`src/hw/rtl/scale_weight_led_formatter_macros.svh`:
```
// Assertion macros used by the scale weight LED formatter RTL.
`ifndef SCALE_WEIGHT_LED_FORMATTER_MACROS_SVH
`define SCALE_WEIGHT_LED_FORMATTER_MACROS_SVH

`ifndef SYNTHESIS
// Clocked assertion, disabled while the asynchronous reset is asserted.
`define SWLF_ASSERT_AR(name, clk, rst_n, prop) \
	name: assert property (@(posedge clk) disable iff (!(rst_n)) (prop)) \
		else $error("assertion failed: %m");
// Clocked assertion that also holds through reset.
`define SWLF_ASSERT_CLK(name, clk, prop) \
	name: assert property (@(posedge clk) (prop)) \
		else $error("assertion failed: %m");
`else
`define SWLF_ASSERT_AR(name, clk, rst_n, prop)
`define SWLF_ASSERT_CLK(name, clk, prop)
`endif

`endif

```
`src/hw/rtl/swlf_pkg.sv`:
```
// Types, constants and helper functions of the scale weight LED formatter.
package swlf_pkg;

	localparam int unsigned NUM_GLYPHS = 5;
	localparam int unsigned NUM_DEC_STEPS = 4;

	typedef logic [4:0] glyph_t;
	typedef glyph_t [0:NUM_GLYPHS-1] glyph_row_t;

	localparam glyph_t BLANK_GLYPH = 5'd16;
	localparam glyph_t MINUS_GLYPH = 5'd17;
	localparam glyph_t F_GLYPH     = 5'h0f;

	// Largest magnitude shown for a negative weight.
	localparam logic [16:0] NEG_MAX = 17'd9999;

	// Decimal place weights, most significant first.
	localparam logic [16:0] DEC_WEIGHT [NUM_DEC_STEPS] = '{
		17'd10000, 17'd1000, 17'd100, 17'd10
	};

	localparam logic [7:0]  FIRST_INDEX_RST   = 8'd1;
	localparam logic [7:0]  LAST_INDEX_RST    = 8'd4;
	localparam logic [15:0] ERROR_CODE_RST    = 16'h8000;
	localparam logic [15:0] OVERLOAD_CODE_RST = 16'h7fff;

	typedef enum logic [1:0] {
		CFG_FIRST_INDEX   = 2'd0,
		CFG_LAST_INDEX    = 2'd1,
		CFG_ERROR_CODE    = 2'd2,
		CFG_OVERLOAD_CODE = 2'd3
	} cfg_reg_t;

	typedef struct packed {
		logic [7:0]         first_index;
		logic [7:0]         last_index;
		logic signed [15:0] error_code;
		logic signed [15:0] overload_code;
	} cfg_t;

	typedef struct packed {
		logic               advance;
		logic signed [15:0] weight;
	} item_t;

	typedef struct packed {
		logic [7:0] scale_index;
		glyph_t     glyph_one;
		glyph_t     glyph_two;
		glyph_t     glyph_three;
		glyph_t     glyph_four;
		glyph_t     glyph_five;
	} result_t;

	typedef struct packed {
		logic [3:0]  digit;
		logic [14:0] rem;
	} dec_step_t;

	// One decimal place: parallel compares against the multiples of the place weight.
	function automatic dec_step_t dec_step(input logic [14:0] rem, input logic [16:0] unit);
		dec_step_t r;
		r.digit = 4'd0;
		r.rem   = rem;
		for (int k = 1; k < 10; k++) begin
			if ({2'b00, rem} >= 17'(17'(k) * unit)) begin
				r.digit = 4'(k);
				r.rem   = 15'({2'b00, rem} - 17'(17'(k) * unit));
			end
		end
		return r;
	endfunction

endpackage

```
`src/hw/rtl/swlf_index.sv`:
```
// Scale index counter with wrap from last_index back to first_index.
`include "scale_weight_led_formatter_macros.svh"

module swlf_index (
	input  logic            clk,
	input  logic            arst_n,
	input  logic            fire,
	input  logic            advance,
	input  swlf_pkg::cfg_t  cfg,
	output logic [7:0]      scale_index
);

	logic [7:0] cur_q;
	logic [7:0] stepped;

	always_comb begin
		if (cur_q >= cfg.last_index) begin
			stepped = cfg.first_index;
		end else begin
			stepped = cur_q + 8'd1;
		end
		scale_index = advance ? stepped : cur_q;
	end

	always_ff @(posedge clk or negedge arst_n) begin
		if (!arst_n) begin
			cur_q <= swlf_pkg::FIRST_INDEX_RST;
		end else if (fire) begin
			cur_q <= scale_index;
		end
	end

	`SWLF_ASSERT_AR(a_wrap, clk, arst_n, fire && advance && (cur_q >= cfg.last_index) |=> cur_q == $past(cfg.first_index))
	`SWLF_ASSERT_AR(a_inc, clk, arst_n, fire && advance && (cur_q < cfg.last_index) |=> cur_q == 8'($past(cur_q) + 8'd1))
	`SWLF_ASSERT_AR(a_hold, clk, arst_n, !(fire && advance) |=> $stable(cur_q))

endmodule

```
`src/hw/rtl/swlf_glyph.sv`:
```
// Weight to display glyphs: code checks, decimal conversion and blanking.
module swlf_glyph (
	input  logic signed [15:0]  weight,
	input  swlf_pkg::cfg_t      cfg,
	output swlf_pkg::glyph_row_t glyphs
);

	logic                      neg;
	logic [16:0]               mag_neg;
	logic [14:0]               value;
	logic [3:0]                digit [swlf_pkg::NUM_GLYPHS];
	logic [14:0]               rem [swlf_pkg::NUM_DEC_STEPS+1];
	logic [swlf_pkg::NUM_GLYPHS-2:0] lead_zero;
	swlf_pkg::dec_step_t       st [swlf_pkg::NUM_DEC_STEPS];
	swlf_pkg::glyph_row_t      num_glyphs;

	always_comb begin
		neg     = weight[15];
		mag_neg = 17'h10000 - {1'b0, weight};
		if (!neg) begin
			value = weight[14:0];
		end else if (mag_neg > swlf_pkg::NEG_MAX) begin
			value = swlf_pkg::NEG_MAX[14:0];
		end else begin
			value = mag_neg[14:0];
		end

		rem[0] = value;
		for (int i = 0; i < swlf_pkg::NUM_DEC_STEPS; i++) begin
			st[i]      = swlf_pkg::dec_step(rem[i], swlf_pkg::DEC_WEIGHT[i]);
			digit[i]   = st[i].digit;
			rem[i+1]   = st[i].rem;
		end
		digit[swlf_pkg::NUM_GLYPHS-1] = rem[swlf_pkg::NUM_DEC_STEPS][3:0];

		// A negative magnitude stays below 10000, so its top digit is zero and the
		// same blanking chain applies; the minus sits just before the first nonzero digit.
		lead_zero[0] = (digit[0] == 4'd0);
		for (int i = 1; i < swlf_pkg::NUM_GLYPHS - 1; i++) begin
			lead_zero[i] = lead_zero[i-1] && (digit[i] == 4'd0);
		end
		for (int i = 0; i < swlf_pkg::NUM_GLYPHS - 1; i++) begin
			if (!lead_zero[i]) begin
				num_glyphs[i] = {1'b0, digit[i]};
			end else if (neg && (digit[i+1] != 4'd0)) begin
				num_glyphs[i] = swlf_pkg::MINUS_GLYPH;
			end else begin
				num_glyphs[i] = swlf_pkg::BLANK_GLYPH;
			end
		end
		num_glyphs[swlf_pkg::NUM_GLYPHS-1] = {1'b0, digit[swlf_pkg::NUM_GLYPHS-1]};

		// Error test wins over overload when both codes match.
		if (weight == cfg.error_code) begin
			glyphs = {swlf_pkg::NUM_GLYPHS{swlf_pkg::F_GLYPH}};
		end else if (weight == cfg.overload_code) begin
			glyphs = {swlf_pkg::NUM_GLYPHS{swlf_pkg::MINUS_GLYPH}};
		end else begin
			glyphs = num_glyphs;
		end
	end

endmodule

```
`src/hw/rtl/scale_weight_led_formatter.sv`:
```
// Top level of the scale weight LED formatter: config registers and two-stage pipeline.
//
//  channel  | handshake                  | payload
//  ---------+----------------------------+-------------------------------------
//  item     | item_valid / item_ready    | item   (advance, weight)
//  result   | result_valid / result_ready| result (scale_index, glyph_one..five)
//  config   | cfg_valid / cfg_ready      | cfg_index, cfg_data
//
// One item per cycle sustained while result_ready stays high; result_valid rises once the
// item has passed the input register and the glyph logic and index step have fed the
// result register. A stalled result holds the result register and, once the input
// register is also full, drops item_ready. Reset clears both stage valid bits, sets
// the index to 1, loads the config registers' reset values; cfg_ready is always high.
module scale_weight_led_formatter (
	input  logic               clk,
	input  logic               arst_n,
	input  logic               item_valid,
	output logic               item_ready,
	input  swlf_pkg::item_t    item,
	output logic               result_valid,
	input  logic               result_ready,
	output swlf_pkg::result_t  result,
	input  logic               cfg_valid,
	output logic               cfg_ready,
	input  swlf_pkg::cfg_reg_t cfg_index,
	input  logic [15:0]        cfg_data
);

	swlf_pkg::cfg_t       cfg_q;
	logic                 v_s1;
	swlf_pkg::item_t      item_s1;
	logic                 v_s2;
	swlf_pkg::result_t    result_s2;
	logic                 adv_s1;
	logic                 fire;
	logic [7:0]           scale_index;
	swlf_pkg::glyph_row_t glyphs;

	assign cfg_ready = 1'b1;

	always_ff @(posedge clk or negedge arst_n) begin
		if (!arst_n) begin
			cfg_q.first_index   <= swlf_pkg::FIRST_INDEX_RST;
			cfg_q.last_index    <= swlf_pkg::LAST_INDEX_RST;
			cfg_q.error_code    <= swlf_pkg::ERROR_CODE_RST;
			cfg_q.overload_code <= swlf_pkg::OVERLOAD_CODE_RST;
		end else if (cfg_valid && cfg_ready) begin
			case (cfg_index)
				swlf_pkg::CFG_FIRST_INDEX:   cfg_q.first_index   <= cfg_data[7:0];
				swlf_pkg::CFG_LAST_INDEX:    cfg_q.last_index    <= cfg_data[7:0];
				swlf_pkg::CFG_ERROR_CODE:    cfg_q.error_code    <= cfg_data;
				swlf_pkg::CFG_OVERLOAD_CODE: cfg_q.overload_code <= cfg_data;
				default: ;
			endcase
		end
	end

	assign adv_s1     = !v_s2 || result_ready;
	assign item_ready = !v_s1 || adv_s1;
	assign fire       = v_s1 && adv_s1;

	always_ff @(posedge clk or negedge arst_n) begin
		if (!arst_n) begin
			v_s1 <= 1'b0;
		end else if (item_valid && item_ready) begin
			v_s1 <= 1'b1;
		end else if (adv_s1) begin
			v_s1 <= 1'b0;
		end
	end

	always_ff @(posedge clk) begin
		if (item_valid && item_ready) begin
			item_s1 <= item;
		end
	end

	swlf_index u_index (
		.clk         (clk),
		.arst_n      (arst_n),
		.fire        (fire),
		.advance     (item_s1.advance),
		.cfg         (cfg_q),
		.scale_index (scale_index)
	);

	swlf_glyph u_glyph (
		.weight (item_s1.weight),
		.cfg    (cfg_q),
		.glyphs (glyphs)
	);

	always_ff @(posedge clk or negedge arst_n) begin
		if (!arst_n) begin
			v_s2 <= 1'b0;
		end else if (adv_s1) begin
			v_s2 <= v_s1;
		end
	end

	always_ff @(posedge clk) begin
		if (fire) begin
			result_s2.scale_index <= scale_index;
			result_s2.glyph_one   <= glyphs[0];
			result_s2.glyph_two   <= glyphs[1];
			result_s2.glyph_three <= glyphs[2];
			result_s2.glyph_four  <= glyphs[3];
			result_s2.glyph_five  <= glyphs[4];
		end
	end

	assign result_valid = v_s2;
	assign result       = result_s2;

endmodule
```
`config.mk`:
```
export PLATFORM = sky130hd
export DESIGN_NAME = scale_weight_led_formatter
export DESIGN_NICKNAME = d
export VERILOG_FILES = /design/src/hw/rtl/swlf_pkg.sv /design/src/hw/rtl/swlf_index.sv /design/src/hw/rtl/swlf_glyph.sv /design/src/hw/rtl/scale_weight_led_formatter.sv
export VERILOG_INCLUDE_DIRS = /design/src /design/src/hw/rtl
export SDC_FILE = /design/constraint.sdc
export NUM_CORES = 1
export LEC_CHECK = 0
export ABC_AREA = 1
export BUFFER_PORTS_ARGS = -buffer_cell sky130_fd_sc_hd__buf_2
export CORE_AREA = 2 2 157 159
export CTS_CLUSTER_DIAMETER = 150
export DETAILED_ROUTE_END_ITERATION = 10
export DIE_AREA = 0 0 159 161
export PLACE_DENSITY_LB_ADDON = 0.12
export SLEW_MARGIN = 20
export SYNTH_ARGS = -nofsm -noshare
export SYNTH_HDL_FRONTEND = slang
export SYNTH_SLANG_ARGS = --single-unit
```
`constraint.sdc`:
```
create_clock -name clk -period 9.7 [get_ports clk]
set_input_delay 0.97 -clock clk [delete_from_list [all_inputs] [get_ports clk]]
set_output_delay 0.97 -clock clk [all_outputs]
set_load 0.01 [all_outputs]
```
# Yosys cells after proc, flatten, opt, wreduce, memory -nomap -nowiden
# Cells that the tools add are included.
# W data, S select, Z words.
[totals] elab_cells=171 output_inout_bits=36 register_bits=108 inputBits=40
[op_classes] n_addsub=35 muxes=48 n_reduce_logical=28 n_eq_ne=5 n_lt_le_gt_ge=35
[op_table] cell="$mux W18" n=13
[op_table] cell="$mux W19" n=8
[op_table] cell="$mux W17" n=8
[op_table] cell="$ge A15 B10 Y1 const B" n=5
[op_table] cell="$sub A15 B10 Y15 const B" n=5
[op_table] cell="$sub A15 B13 Y15 const B" n=5
[op_table] cell="$mux W16" n=4
[op_table] cell="$ge A15 B13 Y1 const B" n=4
[op_table] cell="$ge A15 B7 Y1 const B" n=4
[op_table] cell="$sub A15 B7 Y15 const B" n=4
[op_table] cell="$ge A15 B17 Y1 const B" n=3
[op_table] cell="$ge A15 B6 Y1 const B" n=3
[op_table] cell="$ge A15 B9 Y1 const B" n=3
[op_table] cell="$sub A15 B14 Y15 const B" n=3
[op_table] cell="$sub A15 B15 Y15 const B" n=3
[op_table] cell="$sub A15 B6 Y15 const B" n=3
[op_table] cell="$sub A15 B9 Y15 const B" n=3
[op_table] cell="$eq A16 B16 Y1" n=2
[op_table] cell="$ge A15 B12 Y1 const B" n=2
[op_table] cell="$ge A15 B14 Y1 const B" n=2
[op_table] cell="$ge A15 B15 Y1 const B" n=2
[op_table] cell="$ge A15 B5 Y1 const B" n=2
[op_table] cell="$mux W15" n=2
[op_table] cell="$sub A15 B12 Y15 const B" n=2
[op_table] cell="26 further kinds" n=56

# Depth between registers and ports, before layout
[depth] depth_word=46 mapped_depth=90 mapped_depth_nobuf=86

# Cells and area by module
# From an unflattened synthesis, not the netlist that was laid out.
[unflattened] cells_unflattened=1979 hier_area_um2=12643.4
[modules_own_cells] mod="swlf_glyph" seq_area_each_um2=0.0 cells_per_inst=1545 area_per_inst_um2=7947.6 instances=1
[modules_own_cells] mod="scale_weight_led_formatter" seq_area_each_um2=2775.2 cells_per_inst=278 area_per_inst_um2=3722.3 instances=1
[modules_own_cells] mod="swlf_index" seq_area_each_um2=201.4 cells_per_inst=156 area_per_inst_um2=973.4 instances=1

# Worst setup path after synthesis
# No wires, ideal clock.
[synth_timing] kind="register to register" from="reg item_s1[0] (netlist name)" to="reg result_s2, in the netlist result[5] (data pin)" path_buffers=4 stages_incl_launch_ff=85 synth_period_minus_slack_ns=8.254 setup_ns=0.253 arrival_ns=8.001 t_required_ns=9.447 setup_slack_ns=1.446 path_cell_list="edfxtp_1 -> inv_2 -> ha_1 -> nand2_2 -> nor2_4 -> nand2_1 -> nand2_1 -> nand2_1 -> nor2_1 -> nand2_1 -> nor2_2 -> nand2_1 -> nand2_2 -> nand2_2 -> nand2_1 -> nand2_1 -> inv_1 -> ha_1 -> (+49 left out) -> nor2_1 -> nand3_1 -> nand2_1 -> inv_2 -> nand2_1 -> nand2_1 -> nand2_1 -> nand2_1 -> nand2_1 -> nand2_1 -> nand2_2 -> nand2_1 -> nand2_2 -> nand3_1 -> nor2_1 -> nand2_1 -> nand2_1 -> nand2_1"
[synth_via] elab_chain_len=45 elab_cells_between_ends=117 cone_classes="add/sub (34); order compare (34); eq/ne (2); mux (37); reduce/logical (10)"
[synth_rtl] element="from (decl)" line_no="scale_weight_led_formatter.sv:31" rtl="swlf_pkg::item_t item_s1;"
[synth_rtl] element="from (signal assigned)" line_no="scale_weight_led_formatter.sv:74" rtl="item_s1 <= item;"
[synth_rtl] element="$sub A17 B16 Y17" line_no="swlf_glyph.sv:19" rtl="mag_neg = 17'h10000 - {1'b0, weight};"
[synth_rtl] element="$gt A17 B14 Y1" line_no="swlf_glyph.sv:22" rtl="end else if (mag_neg > swlf_pkg::NEG_MAX) begin"
[synth_rtl] element="$mux W15" line_no="swlf_glyph.sv:22"
[synth_rtl] element="$mux W15" line_no="swlf_glyph.sv:20" rtl="if (!neg) begin"
[synth_rtl] element="$sub A15 B14 Y15 or $ge A15 B14 Y1 (tied branches)" line_no="swlf_pkg.sv:68, swlf_pkg.sv:66"
[synth_rtl] element="$mux W16" line_no="swlf_pkg.sv:66" rtl="if ({2'b00, rem} >= 17'(17'(k) * unit)) begin"
[synth_rtl] element="$mux W17 (2 in a row)" line_no="swlf_pkg.sv:66"
[synth_rtl] element="$mux W18" line_no="swlf_pkg.sv:66"
[synth_rtl] element="(+23 left out)"
[synth_rtl] element="$mux W16" line_no="swlf_pkg.sv:66"
[synth_rtl] element="$mux W17 (2 in a row)" line_no="swlf_pkg.sv:66"
[synth_rtl] element="$mux W18 (4 in a row)" line_no="swlf_pkg.sv:66"
[synth_rtl] element="$mux W19 (2 in a row)" line_no="swlf_pkg.sv:66"
[synth_rtl] element="$reduce_bool A4 Y1" line_no="swlf_glyph.sv:45" rtl="end else if (neg && (digit[i+1] != 4'd0)) begin"
[synth_rtl] element="$logic_and A1 B1 Y1" line_no="swlf_glyph.sv:45"
[synth_rtl] element="$mux W1" line_no="swlf_glyph.sv:45"
[synth_rtl] element="$mux W5" line_no="swlf_glyph.sv:43" rtl="if (!lead_zero[i]) begin"
[synth_rtl] element="to (decl)" line_no="scale_weight_led_formatter.sv:33" rtl="swlf_pkg::result_t result_s2;"
# Parallel ways exist; a longest one is shown, timed or not.
# A chain may end at the register's enable or synchronous reset.

# Worst setup path in the final report
[layout_timing] from="reg item_s1[3] (netlist name)" to="reg result_s2, in the netlist result[5] (data pin)"
# The elaborated chain is that of the path after synthesis.

==> summary.txt <==
Status = finished, final reports clean
Predominant post-synthesis flop cell = edfxtp_1
Reg clk slew, reported paths = 80 ps
Area grow syn2layout = 12.56%
Setup violators final = 0
CTS tree = yes
Die Y = 161 um
Share of power burned in registers = 17.1%
Number of synthesized flops with an enable pin = 49
Via-per-instance ratio = 5.440
Psw = 0.002148 W
Clock power frac = 10.0%
Worst Path Required = 9820 ps
Via total after detailed routing = 12470
Combinational power share = 72.9%
Mapped Nets = 1951
Worst slew pin tran = 1034 ps
Xor and xnor area share after synthesis = 5.228%
Critical path's most frequent cell = nand2_1
Pwr Density = 291.0 nW/um2
Max-Cap Viols = 0
Largest net degree at the start of global routing = 59
Grt ovf = 0
Compound-Gate Fraction of Synth Area = 13.87%
Total GRT Usage = 29.46%
CP max-delay cell = edfxtp_1
R2r setup slk = 690 ps
Mapped Cells = 1855
Kind of critical path = reg2reg
Top cell family by delay on the critical path = simple AND/OR/NAND/NOR gates
Die width = 159 um
CP endpoint kind = flip-flop
Final Util = 55.09%
DR iter-0 viols = 999
Router iterations before antenna repair = 7
# DRC = 0
Largest family of logic cells by synthesized area = simple AND/OR/NAND/NOR gates
WP buf/inv = 7
Global-route wire length before repair = 61350 um
Register area share after synthesis = 25.13%
Adder-cell area share of the yosys netlist = 5.975%
Asr flop ratio synth = 54.21%
P_int = 0.001693 W
IO Count = 76
Die area = 25600 um2
Core region area = 23960 um2
Vias in the first global route = 11660
Class of the worst hold path = reg2reg
Post-DR wirelength/cell = 16.68 um
Routed wire length = 38220 um
Post-Syn Area = 11730 um2
Starting Density = 48.94%
Final ANT Viol Nets = 0
Final instance count without filler cells = 2292
Max IR drop VDD = 0.1530 mV
Max-slew violation count = 0
Placed insts = 2252
Post-CTS Hold Buffers = 0
RD Place Congestion = 0.9779
Yosys cell types = 51
Slew headroom = 31.03%
Fin. Hold Viols = 0
Buffers on Ports = 74
Worst-Skew Late Latency = 370 ps
Highest clock rate = 111.0 MHz
Final min period = 9007 ps
Initial antenna violation count = 0
Synth Area in Simple Gates = 40.20%
Place WS = 230.6 ps
Layout cells sized above 1 = 18.80%
H-Tree Depth = 3
Peak fanout along the critical path = 16
CP arrival = 9130 ps
Switching Share = 55.92%
Num rows = 57
Hpwl dp = 29590 um
Fin Setup TNS = 0 ps
Crit start category = flip-flop
Final period utilization = 92.86%
Clock Tree Buf Depth = 2
Clock sink total = 107
Yosys Warn Count = 0
Mux contribution to synthesized area = 0.08535%
Ant diodes = 0
LEAKAGE = 6.433 nW
Syn avg cell area = 6.322 um2
Total Power = 0.003842 W
Number of nets in the layout = 2059
Cts bufs inserted = 9
CP peak stage delay = 560 ps
Seq cells post-synth = 107
Worst Setup Slack, final = 693.0 ps
CTS Root Buffer Type = clkbuf_16
Clock Skews = 18.85 ps
## worst paths after layout
kind / from / endpoint / cells after the start
worst min register to register: cfg_q[35] / cfg_q[35] / 2
max in group asynchronous: arst_n / cfg_q[39] / 2
worst min-delay path: cfg_q[35] / cfg_q[35] / 2
worst max-delay path: item_s1[3] / result[5] / 72
min in group asynchronous: arst_n / cfg_q[25] / 2
worst max register to register: item_s1[3] / result[5] / 72
## metal layers
layer / global-route usage, % / wire [um] / up-vias
met5: 0 / 0 / -
met4: 10.17 / 1068 / 0
met3: 3.416 / 2310 / 76
met2: 49.84 / 18160 / 446
met1: 39.26 / 16690 / 5754
li1: - / - / 6192
## cells by family (layout without fill, tap and decap cells)
group,count (synthesis),count (layout)
XOR/XNOR,70,70
adder cells (fa/ha/maj),56,56
other,1,1
buffers and inverters,263,376
AND/OR/NAND/NOR,1061,1061
flip-flops,107,107
AO/OA/AOI/OAI,296,296
multiplexers,1,1
## sequential cells by signal, indices dropped and copies added (netlist names)
register	cells
result	32
u_index.cur_q	8
result_valid	1
cfg_q	48
v_s1	1
item_s1	17
## area by class of cell
| cell class | count | area, um2 |
|---|---|---|
| inverters | 216 | 827.0 |
| repair buffers | 144 | 908.4 |
| well taps | 324 | 405.4 |
| fillers | 2485 | 10760 |
| clock buffers | 9 | 225.2 |
| multi-input cells | 1485 | 7821 |
| clock inverters | 7 | 66.31 |
| flip-flops and latches | 107 | 2947 |
## cell usage after synthesis, types with 3 or more instances
library cell    n  area (um2)
a21oi_2         5       43.79
xnor2_1        28       245.2
inv_1         176       660.6
o21ai_0       125       625.6
nand2_2        57       356.6
o211ai_1       10       75.07
buf_4          12       90.09
nand2_1       612        2297
nor3_1         10       50.05
dfstp_2        19       499.2
dfrtp_1        39       975.9
a21oi_4         3       48.80
nor2_1        166       623.1
inv_2          32       120.1
o21ai_1        24       120.1
clkbuf_1       15       56.30
buf_2          10       50.05
xor2_1         42       367.9
o21ai_2         3       26.28
clkinv_1        4       15.01
nand4_1        24       150.1
edfxtp_1       49        1471
o21a_1          5       37.54
nor4_1          5       31.28
nand2_4        10       112.6
nand3_1       123       615.6
nand3_2        14       140.1
or2_2           4       25.02
a31oi_1        12       75.07
nor2_4         12       135.1
nor2_2         17       106.4
a21oi_1       101       505.5
buf_6           8       90.09
ha_1           56       700.7
## layout by cell type, fill, tap and decap left out, types with 5 or more instances in the layout
cell / synthesis / final
o21ai_2: 3 / 5
nand2_4: 10 / 18
nand4_1: 24 / 24
a21oi_2: 5 / 9
o21a_1: 5 / 5
edfxtp_1: 49 / 49
a21oi_1: 101 / 97
inv_2: 32 / 33
inv_1: 176 / 174
xor2_1: 42 / 42
nand2_1: 612 / 607
o211ai_1: 10 / 10
buf_4: 12 / 69
buf_2: 10 / 74
xnor2_1: 28 / 28
nor3_1: 10 / 10
o21ai_0: 125 / 124
nand3_2: 14 / 16
ha_1: 56 / 54
o21ai_1: 24 / 23
nand3_1: 123 / 119
nor2_4: 12 / 13
dfstp_2: 19 / 19
clkbuf_16: 0 / 9
nand2_2: 57 / 53
a31oi_1: 12 / 12
dfrtp_1: 39 / 39
nor2_1: 166 / 161
nor2_2: 17 / 21
## worst min-delay path: stages, from the launching register on
cell,delay (ps)
dfrtp_1,350
nand2_1,50
o21ai_0,60
## power by group through the flow
stage | clock [W] | sequential, W | combinational, W
2_1_floorplan | 0 | 0.000669 | 0.00193
3_3_place_gp | 0 | 0.000665 | 0.00271
3_5_place_dp | 0 | 0.000668 | 0.00268
4_1_cts | 0.000390 | 0.000660 | 0.00269
5_1_grt | 0.000406 | 0.000671 | 0.00310
6_report | 0.000385 | 0.000658 | 0.00280
## repair_timing
action	CTS	global route
endpoints found under the setup margin	0	9
buffers inserted	0	24
gates resized for setup	0	40
## per-stage QoR
stage                     hold WS, ps  instance area (um2)
after CTS                       495.6                12860
after detailed placement        475.5                12570
after global placement          467.9                12570
final                           488.7                13200
after global routing            512.3                13200
after floorplan                 447.9                11730
(Power assumes the default switching activity.)
